--- src/iolat_pkg.sv ---
`timescale 1ns / 1ps
// ----------------------------------------------------------------------------
// iolat_pkg: shared definitions for the I/O latency tracker
// Field widths, item and result codes, and the divide-by-1000 unit's
// constants and status type.
// ----------------------------------------------------------------------------
package iolat_pkg;

	localparam int TAG_COUNT_DEF = 1024;

	localparam int KIND_W   = 2;
	localparam int TAG_W    = 10;
	localparam int TIME_W   = 64;
	localparam int PID_W    = 32;
	localparam int NAME_W   = 64;
	localparam int SECTOR_W = 64;
	localparam int LEN_W    = 32;
	localparam int DEV_W    = 32;
	localparam int OP_W     = 8;
	localparam int BKT_W    = 6;
	localparam int RKIND_W  = 3;
	localparam int LAT_W    = 55;
	localparam int COUNT_W  = 64;

	localparam int HIST_DEPTH = 64;
	localparam int BUCKET_MAX = 63;

	localparam logic [LAT_W-1:0] THRESH_RESET = LAT_W'(1000);

	// divide-by-1000 unit: restoring division, several quotient bits per cycle
	localparam int DIVISOR           = 1000;
	localparam int DIV_REM_W         = 10;
	localparam int DIV_BITS_PER_STEP = 8;
	localparam int DIV_STEPS         = TIME_W / DIV_BITS_PER_STEP;
	localparam int DIV_CNT_W         = $clog2(DIV_STEPS);

	typedef enum logic [KIND_W-1:0] {
		KIND_ISSUE    = 2'd0,
		KIND_COMPLETE = 2'd1,
		KIND_READ     = 2'd2,
		KIND_NONE     = 2'd3
	} kind_t;

	typedef enum logic [RKIND_W-1:0] {
		RES_ISSUE     = 3'd0,
		RES_UNMATCHED = 3'd1,
		RES_FAST      = 3'd2,
		RES_SLOW      = 3'd3,
		RES_BUCKET    = 3'd4
	} result_kind_t;

	typedef struct packed {
		logic busy;
		logic done;
	} div_status_t;

endpackage

--- src/iolat_div1000.sv ---
`timescale 1ns / 1ps
// ----------------------------------------------------------------------------
// iolat_div1000: iterative divide by 1000
// Restoring division of a 64-bit value, eight quotient bits per cycle.
// The quotient bits shift into the low end of the dividend register.
// ----------------------------------------------------------------------------
module iolat_div1000 (
	input  logic                           clk,
	input  logic                           arst_n,
	input  logic                           start,
	input  logic [iolat_pkg::TIME_W-1:0]   dividend,
	output logic [iolat_pkg::LAT_W-1:0]    quotient,
	output iolat_pkg::div_status_t         status
);
	import iolat_pkg::*;

	localparam logic [DIV_REM_W:0] DIVISOR_X = (DIV_REM_W + 1)'(DIVISOR);

	logic [TIME_W-1:0]    work_q;
	logic [DIV_REM_W-1:0] rem_q;
	logic [DIV_CNT_W-1:0] cnt_q;
	logic                 busy_q;
	logic                 done_q;
	logic [TIME_W-1:0]    work_nxt;
	logic [DIV_REM_W-1:0] rem_nxt;

	always_comb begin
		logic [DIV_REM_W:0]         trial;
		logic [DIV_REM_W-1:0]       r;
		logic [DIV_BITS_PER_STEP-1:0] qbits;
		r     = rem_q;
		qbits = '0;
		trial = '0;
		for (int i = 0; i < DIV_BITS_PER_STEP; i++) begin
			trial = {r, work_q[TIME_W-1-i]};
			if (trial >= DIVISOR_X) begin
				trial = trial - DIVISOR_X;
				qbits[DIV_BITS_PER_STEP-1-i] = 1'b1;
			end
			r = trial[DIV_REM_W-1:0];
		end
		rem_nxt  = r;
		work_nxt = {work_q[TIME_W-DIV_BITS_PER_STEP-1:0], qbits};
	end

	always_ff @(posedge clk or negedge arst_n) begin
		if (!arst_n) begin
			busy_q <= 1'b0;
			done_q <= 1'b0;
			cnt_q  <= '0;
		end else begin
			done_q <= 1'b0;
			if (start) begin
				busy_q <= 1'b1;
				cnt_q  <= '0;
			end else if (busy_q) begin
				cnt_q <= cnt_q + DIV_CNT_W'(1);
				if (cnt_q == DIV_CNT_W'(DIV_STEPS - 1)) begin
					busy_q <= 1'b0;
					done_q <= 1'b1;
				end
			end
		end
	end

	always_ff @(posedge clk) begin
		if (start) begin
			work_q <= dividend;
			rem_q  <= '0;
		end else if (busy_q) begin
			work_q <= work_nxt;
			rem_q  <= rem_nxt;
		end
	end

	assign quotient = work_q[LAT_W-1:0];
	assign status   = '{busy: busy_q, done: done_q};

endmodule

--- config.mk ---
export PLATFORM = sky130hd
export DESIGN_NAME = iolat_div1000
export DESIGN_NICKNAME = d
export VERILOG_FILES = /design/src/iolat_pkg.sv /design/src/iolat_div1000.sv
export SDC_FILE = /design/constraint.sdc
export NUM_CORES = 1
export LEC_CHECK = 0
export BUFFER_PORTS_ARGS = -buffer_cell sky130_fd_sc_hd__buf_2
export CORE_UTILIZATION = 45
export CTS_BUF_LIST = sky130_fd_sc_hd__clkbuf_8
export DETAILED_ROUTE_END_ITERATION = 12
export HOLD_SLACK_MARGIN = 0.02
export PLACE_DENSITY = 0.77
export SLEW_MARGIN = 20
export SYNTH_ARGS = -nofsm -noshare
export SYNTH_HDL_FRONTEND = slang
export SYNTH_SLANG_ARGS = --single-unit
--- constraint.sdc ---
create_clock -name clk -period 20.2 [get_ports clk]
set_input_delay 1.01 -clock clk [delete_from_list [all_inputs] [get_ports clk]]
set_output_delay 1.01 -clock clk [all_outputs]
set_load 0.05 [all_outputs]
======== Word level (Yosys, flattened, before mapping) ========
Index checks and enable logic that the tools add are counted.
cells by class
  $add $sub $neg .......................... 9
  $lt $le $gt $ge ......................... 8
  equal/unequal tests ..................... 1
  multiplexer cells ....................... 26
  reductions and logical operators ........ 1
operators with widths
  kind                                                                 number
  2-to-1 mux 64 bit                                                    2
  greater-or-equal comparator 11 x 10 -> 1 bit, second input constant  8
  2-to-1 mux 10 bit                                                    8
  subtractor 10 bit, second input constant                             8
  2-to-1 mux 1 bit                                                     14
  2-to-1 mux 3 bit                                                     2
  adder 3 x 1 -> 3 bit, second input constant                          1
  == test 3 bit, second input constant                                 1
  nonzero test 2 bit                                                   1
word-level totals
  flip-flop bits (word level) ............. 79
  bits of input ports ..................... 67
  output and inout bits ................... 57
  logic and storage cells ................. 50

======== Depth between registers and ports, before layout ========
  depth in word-level cells ............... 18
  depth in mapped cells ................... 28
  gate-level depth less buffers ........... 26

======== Worst setup path before layout ========
OpenSTA, ideal clock, no wires.
  path kind ............................... flip-flop to flip-flop
  start ................................... register rem_q[2]
  end ..................................... register work_q[0] (data pin)
  library setup time ...................... 0.260 ns
  arrival time ............................ 6.993 ns
  required time ........................... 19.940 ns
  setup slack ............................. 12.947 ns
  stages on the path, launching flop included .. 28
  buffers on the path ..................... 1
  clock period less this slack ............ 7.253 ns
  cell sequence ........................... dfxtp_1 inv_1 ha_1 and3b_1 and3_1 mux2i_1 o2111ai_1 o21ai_0 nand2_1 o41ai_2 nand2_1 a22o_1 buf_6 a32o_1 nor3_2 nor2_1 xnor2_1 ha_1 or3b_1 or2_4 a211o_1 a21oi_2 mux2_2 o31a_1 o2111ai_1 a21oi_1 nand2b_1 mux2_2
on the way
  cells in the longest elaborated chain, start to end .. 18
  elaborated cells between the ends (all ways) .. 25
  classes of those cells .................. add/sub (7); order compare (8); mux (10)
RTL lines
  item                                                                                      RTL line                                  source
  start: declaration                                                                        iolat_div1000.sv:20                       logic [DIV_REM_W-1:0] rem_q;
  start signal: assignment                                                                  iolat_div1000.sv:72                       rem_q <= rem_nxt;
  subtractor 10 bit / greater-or-equal comparator 11 x 10 -> 1 bit (equally long branches)  iolat_div1000.sv:37, iolat_div1000.sv:36
  2-to-1 mux 10 bit *                                                                       iolat_div1000.sv:36                       if (trial >= DIVISOR_X) begin
  subtractor 10 bit / greater-or-equal comparator 11 x 10 -> 1 bit (equally long branches)  iolat_div1000.sv:37, iolat_div1000.sv:36
  2-to-1 mux 10 bit *                                                                       iolat_div1000.sv:36
  subtractor 10 bit / greater-or-equal comparator 11 x 10 -> 1 bit (equally long branches)  iolat_div1000.sv:37, iolat_div1000.sv:36
  2-to-1 mux 10 bit *                                                                       iolat_div1000.sv:36
  subtractor 10 bit / greater-or-equal comparator 11 x 10 -> 1 bit (equally long branches)  iolat_div1000.sv:37, iolat_div1000.sv:36
  2-to-1 mux 10 bit *                                                                       iolat_div1000.sv:36
  [2 not listed]                                                                            n/a
  subtractor 10 bit / greater-or-equal comparator 11 x 10 -> 1 bit (equally long branches)  iolat_div1000.sv:37, iolat_div1000.sv:36
  2-to-1 mux 10 bit *                                                                       iolat_div1000.sv:36
  subtractor 10 bit / greater-or-equal comparator 11 x 10 -> 1 bit (equally long branches)  iolat_div1000.sv:37, iolat_div1000.sv:36
  2-to-1 mux 10 bit *                                                                       iolat_div1000.sv:36
  greater-or-equal comparator 11 x 10 -> 1 bit *                                            iolat_div1000.sv:36
  2-to-1 mux 1 bit *                                                                        iolat_div1000.sv:36
  2-to-1 mux 64 bit *                                                                       iolat_div1000.sv:70                       end else if (busy_q) begin
  2-to-1 mux 64 bit *                                                                       iolat_div1000.sv:67                       if (start) begin
  end signal: assignment                                                                    iolat_div1000.sv:68                       work_q <= dividend;
  end signal: assignment                                                                    iolat_div1000.sv:71                       work_q <= work_nxt;
  end: declaration                                                                          iolat_div1000.sv:19                       logic [TIME_W-1:0] work_q;
Every way passes the cells marked *; elsewhere a longest branch is shown, timed or not. The select of a mux whose other input is x is not followed.
A chain may end at the register's enable or synchronous reset.

======== Worst setup path after layout ========
Same ends and word-level chain as after synthesis.

==> summary.txt <==
Clock network
  – CTS clk-pin slew, worst paths: 0.08 ns
  – Clock sinks: 79
  – Root Driver: clkbuf_8
  – Number of hold buffers added after CTS: 0
  – Worst skew pair latency: 0.35 ns
  – Number of CTS-inserted buffers: 9
  – Setup bufs post-CTS: 0
  – Clock tree buffer depth: 2
  – Cts repair resizes: 0
  – CTS tree: built
  – H-tree depth: 3

Floorplan
  – Ports: 124
  – Row count: 41
  – Die ar.: 13,800 um^2
  – Core Area: 12,800 um^2
  – Die Y: 118 um
  – DIE WIDTH: 118 um
  – Initial Util: 46.9%

Synth
  – FFs w/ async S/R, synth: 6.33%
  – Area contributors post-synth: edfxtp_1, mux2_2, buf_4, mux2i_1, dfxtp_1
  – Top FF cell, synth: edfxtp_1
  – Commonest cells post-synth: edfxtp_1, mux2_2, buf_4
  – Post-Syn Area per Cell: 10.3 um^2
  – Post-synthesis cell area: 6020 um^2
  – Number of flops mapped to enable cells by yosys: 64
  – Synthesized instance count: 583
  – Distinct cell type count after synthesis: 92
  – Synthesis-stage register bit count: 79
  – Yosys warns: 0
  – Register area share after synthesis: 37.3%
  – Synth top area share: 31.9%
  – Syn Nets: 654
  – Area leader, netlist: edfxtp_1

Detailed routing
  – Routed Wire Length: 13,800 um
  – Routed wire per std cell: 16.9 um
  – Total number of vias: 4,718
  – Drc violations: 0
  – Total iterations of the first detailed-routing run: 5
  – Final antenna-violating net count: 0
  – Vias per inst: 5.79
  – Iter 0 DRT Violations: 328

Setup path
  – CP max FO: 10
  – CP startpoint: rem_q[2]$_SDFFE_PP0P_
  – Reg-to-reg startpoint: rem_q[2]$_SDFFE_PP0P_
  – Critical path capture point type: flip-flop
  – Critical path class: flip-flop to flip-flop
  – Reg-to-reg slack, setup: 11.80 ns
  – WP data required: 20.30 ns
  – Startpoint types: flip-flop
  – CP arrival: 8.50 ns

Global route
  – Largest net degree at the start of global routing: 62
  – First-pass GRT wire length: 22,500 um
  – Total track usage: 20.0%
  – Vias in the first global route: 4,661
  – GR Overflow Total: 0
  – Initial antenna violation count: 0

Timing
  – Fmax: 119 MHz
  – Period utilization: 41.6%
  – # setup viols final: 0
  – Skew final: 0.00496 ns
  – Final Max Tran Viols: 0
  – Hold Vio Cnt, Final: 0
  – Fin Setup TNS: 0 ns
  – Worst hold slack: 0.457 ns
  – Slew at the pin closest to its max-slew limit: 0.920 ns
  – Unrepaired setup endpoints after global routing: false
  – Slew HR: 38.5%
  – Minimum clock period: 8.40 ns

Cells and area
  – Ant. Diodes: 0
  – Share of cells above drive strength 1: 36.1%
  – Utilization after layout: 50.9%
  – Area growth from synthesis to layout: 8.52%
  – Fillers: 1,158
  – Finished layout cell area: 6530 um^2
  – Fin nets: 709

Power
  – Peak supply drop: 0.0858 mV
  – Power Dens Cells: 168 nW/um^2
  – Leak Pwr: 0.00264 uW

Place
  – GPL Wtd Cong: 0.868
  – Hpwl dp: 10,400 um
  – Post-DP Area: 6330 um^2
  – Number of port buffers: 123

Hold path
  – Hold WC Path Type: input port to async pin

Job
  – Max Cap Viol: 0

Status
  – Outcome: finished clean
[flip-flops by register name, summed over array words and instances (netlist names)]
| register | flops |
|---|---|
| busy_q | 1 |
| cnt_q | 3 |
| done_q | 1 |
| rem_q | 10 |
| work_q | 64 |
[layout make-up]
| type | instances | area [um^2] | area share (%) |
|---|---|---|---|
| multi-input cells | 406 | 3170 | 48.6 |
| flip-flops and latches | 79 | 2250 | 34.4 |
| repair buffers | 125 | 631 | 9.65 |
| well taps | 172 | 215 | 3.29 |
| clock buffers | 9 | 124 | 1.90 |
| clock inverters | 7 | 80.1 | 1.23 |
| inverters | 17 | 63.8 | 0.977 |
[report_power, final]
part           leakage, uW  switching [uW]  total [uW]  internal [uW]
logic              0.00170             459         729            271
clock network     0.000111            55.1         123           67.7
registers         0.000829            32.2         247            215
[cells in the final DEF (no fill, tap or decap), drive strengths merged, types with 4 or more instances in the layout]
master | Yosys | layout
a31oi | 5 | 5
ha | 4 | 4
inv | 17 | 19
o211a | 5 | 5
nor2 | 41 | 41
clkbuf | 14 | 9
dfrtp | 5 | 5
nand2b | 10 | 10
a31o | 5 | 5
xor2 | 6 | 6
a22oi | 8 | 8
xnor2 | 17 | 17
nand3 | 8 | 8
dfxtp | 10 | 10
nor3b | 4 | 4
or3 | 11 | 11
nand4 | 5 | 5
edfxtp | 64 | 64
nand3b | 4 | 4
mux2i | 22 | 22
maj3 | 4 | 4
a211oi | 8 | 8
o31ai | 6 | 6
buf | 67 | 125
mux2 | 64 | 64
a21o | 5 | 5
and2 | 5 | 5
o21ai | 17 | 17
nor3 | 17 | 17
a21oi | 22 | 22
a211o | 5 | 5
nand2 | 29 | 29
[final timing paths]
kind | cells after the start | to
max in group asynchronous | 1 | done_q$_DFF_PN0_
max reg2reg | 26 | work_q[0]$_DFFE_PP_
min reg2reg | 2 | rem_q[1]$_SDFFE_PP0P_
max | 26 | work_q[0]$_DFFE_PP_
min in group clk | 2 | rem_q[1]$_SDFFE_PP0P_
min | 1 | cnt_q[0]$_DFFE_PN0P_
[logic make-up after synthesis]
logic type                 share of synthesized area, %
AOI/OAI and AO/OA                                  18.3
xor gates and xnor gates                           3.66
buffers and inverters                              9.97
and+or+nand+nor                                    13.4
adders and majority gates                          1.50
muxes                                              15.8
DFF                                                37.3
[routing by layer]
metal	track usage, %	share of wire, %	wire length (um)
met3	4.70	6.2	859
met4	7.13	2.0	281
met5	0	0	0
met1	24.5	43	6000
met2	34.0	48	6660
[worst max-delay path, stage by stage (launching register included)]
cell and delay, ns:
dfxtp_1 0.43, inv_1 0.12, ha_1 0.30, and3b_1 0.29
and3_1 0.21, mux2i_1 0.63, o2111ai_1 0.20, o21ai_0 0.16
nand2_1 0.24, o31ai_4 0.45, mux2i_1 0.60, a22o_1 0.54
a32o_1 0.28, nor3_2 0.10, nor2_1 0.21, xnor2_1 0.14
ha_1 0.24, or3b_1 0.40, or2_4 0.26, a211o_1 0.37
a21oi_2 0.29, mux2_2 0.45, o31a_1 0.39, o2111ai_1 0.17
a21oi_1 0.20, nand2b_1 0.21, mux2_2 0.28
[through the flow]
step	setup WS [ns]	power [uW]	std cells
6_report	11.80	1100	815
5_1_grt	11.13	1170	815
4_1_cts	11.86	1100	815
3_5_place_dp	11.93	967	799
3_3_place_gp	12.30	956	799
2_1_floorplan	12.95	860	583
Note: power is estimated with default switching activity, not from simulation.
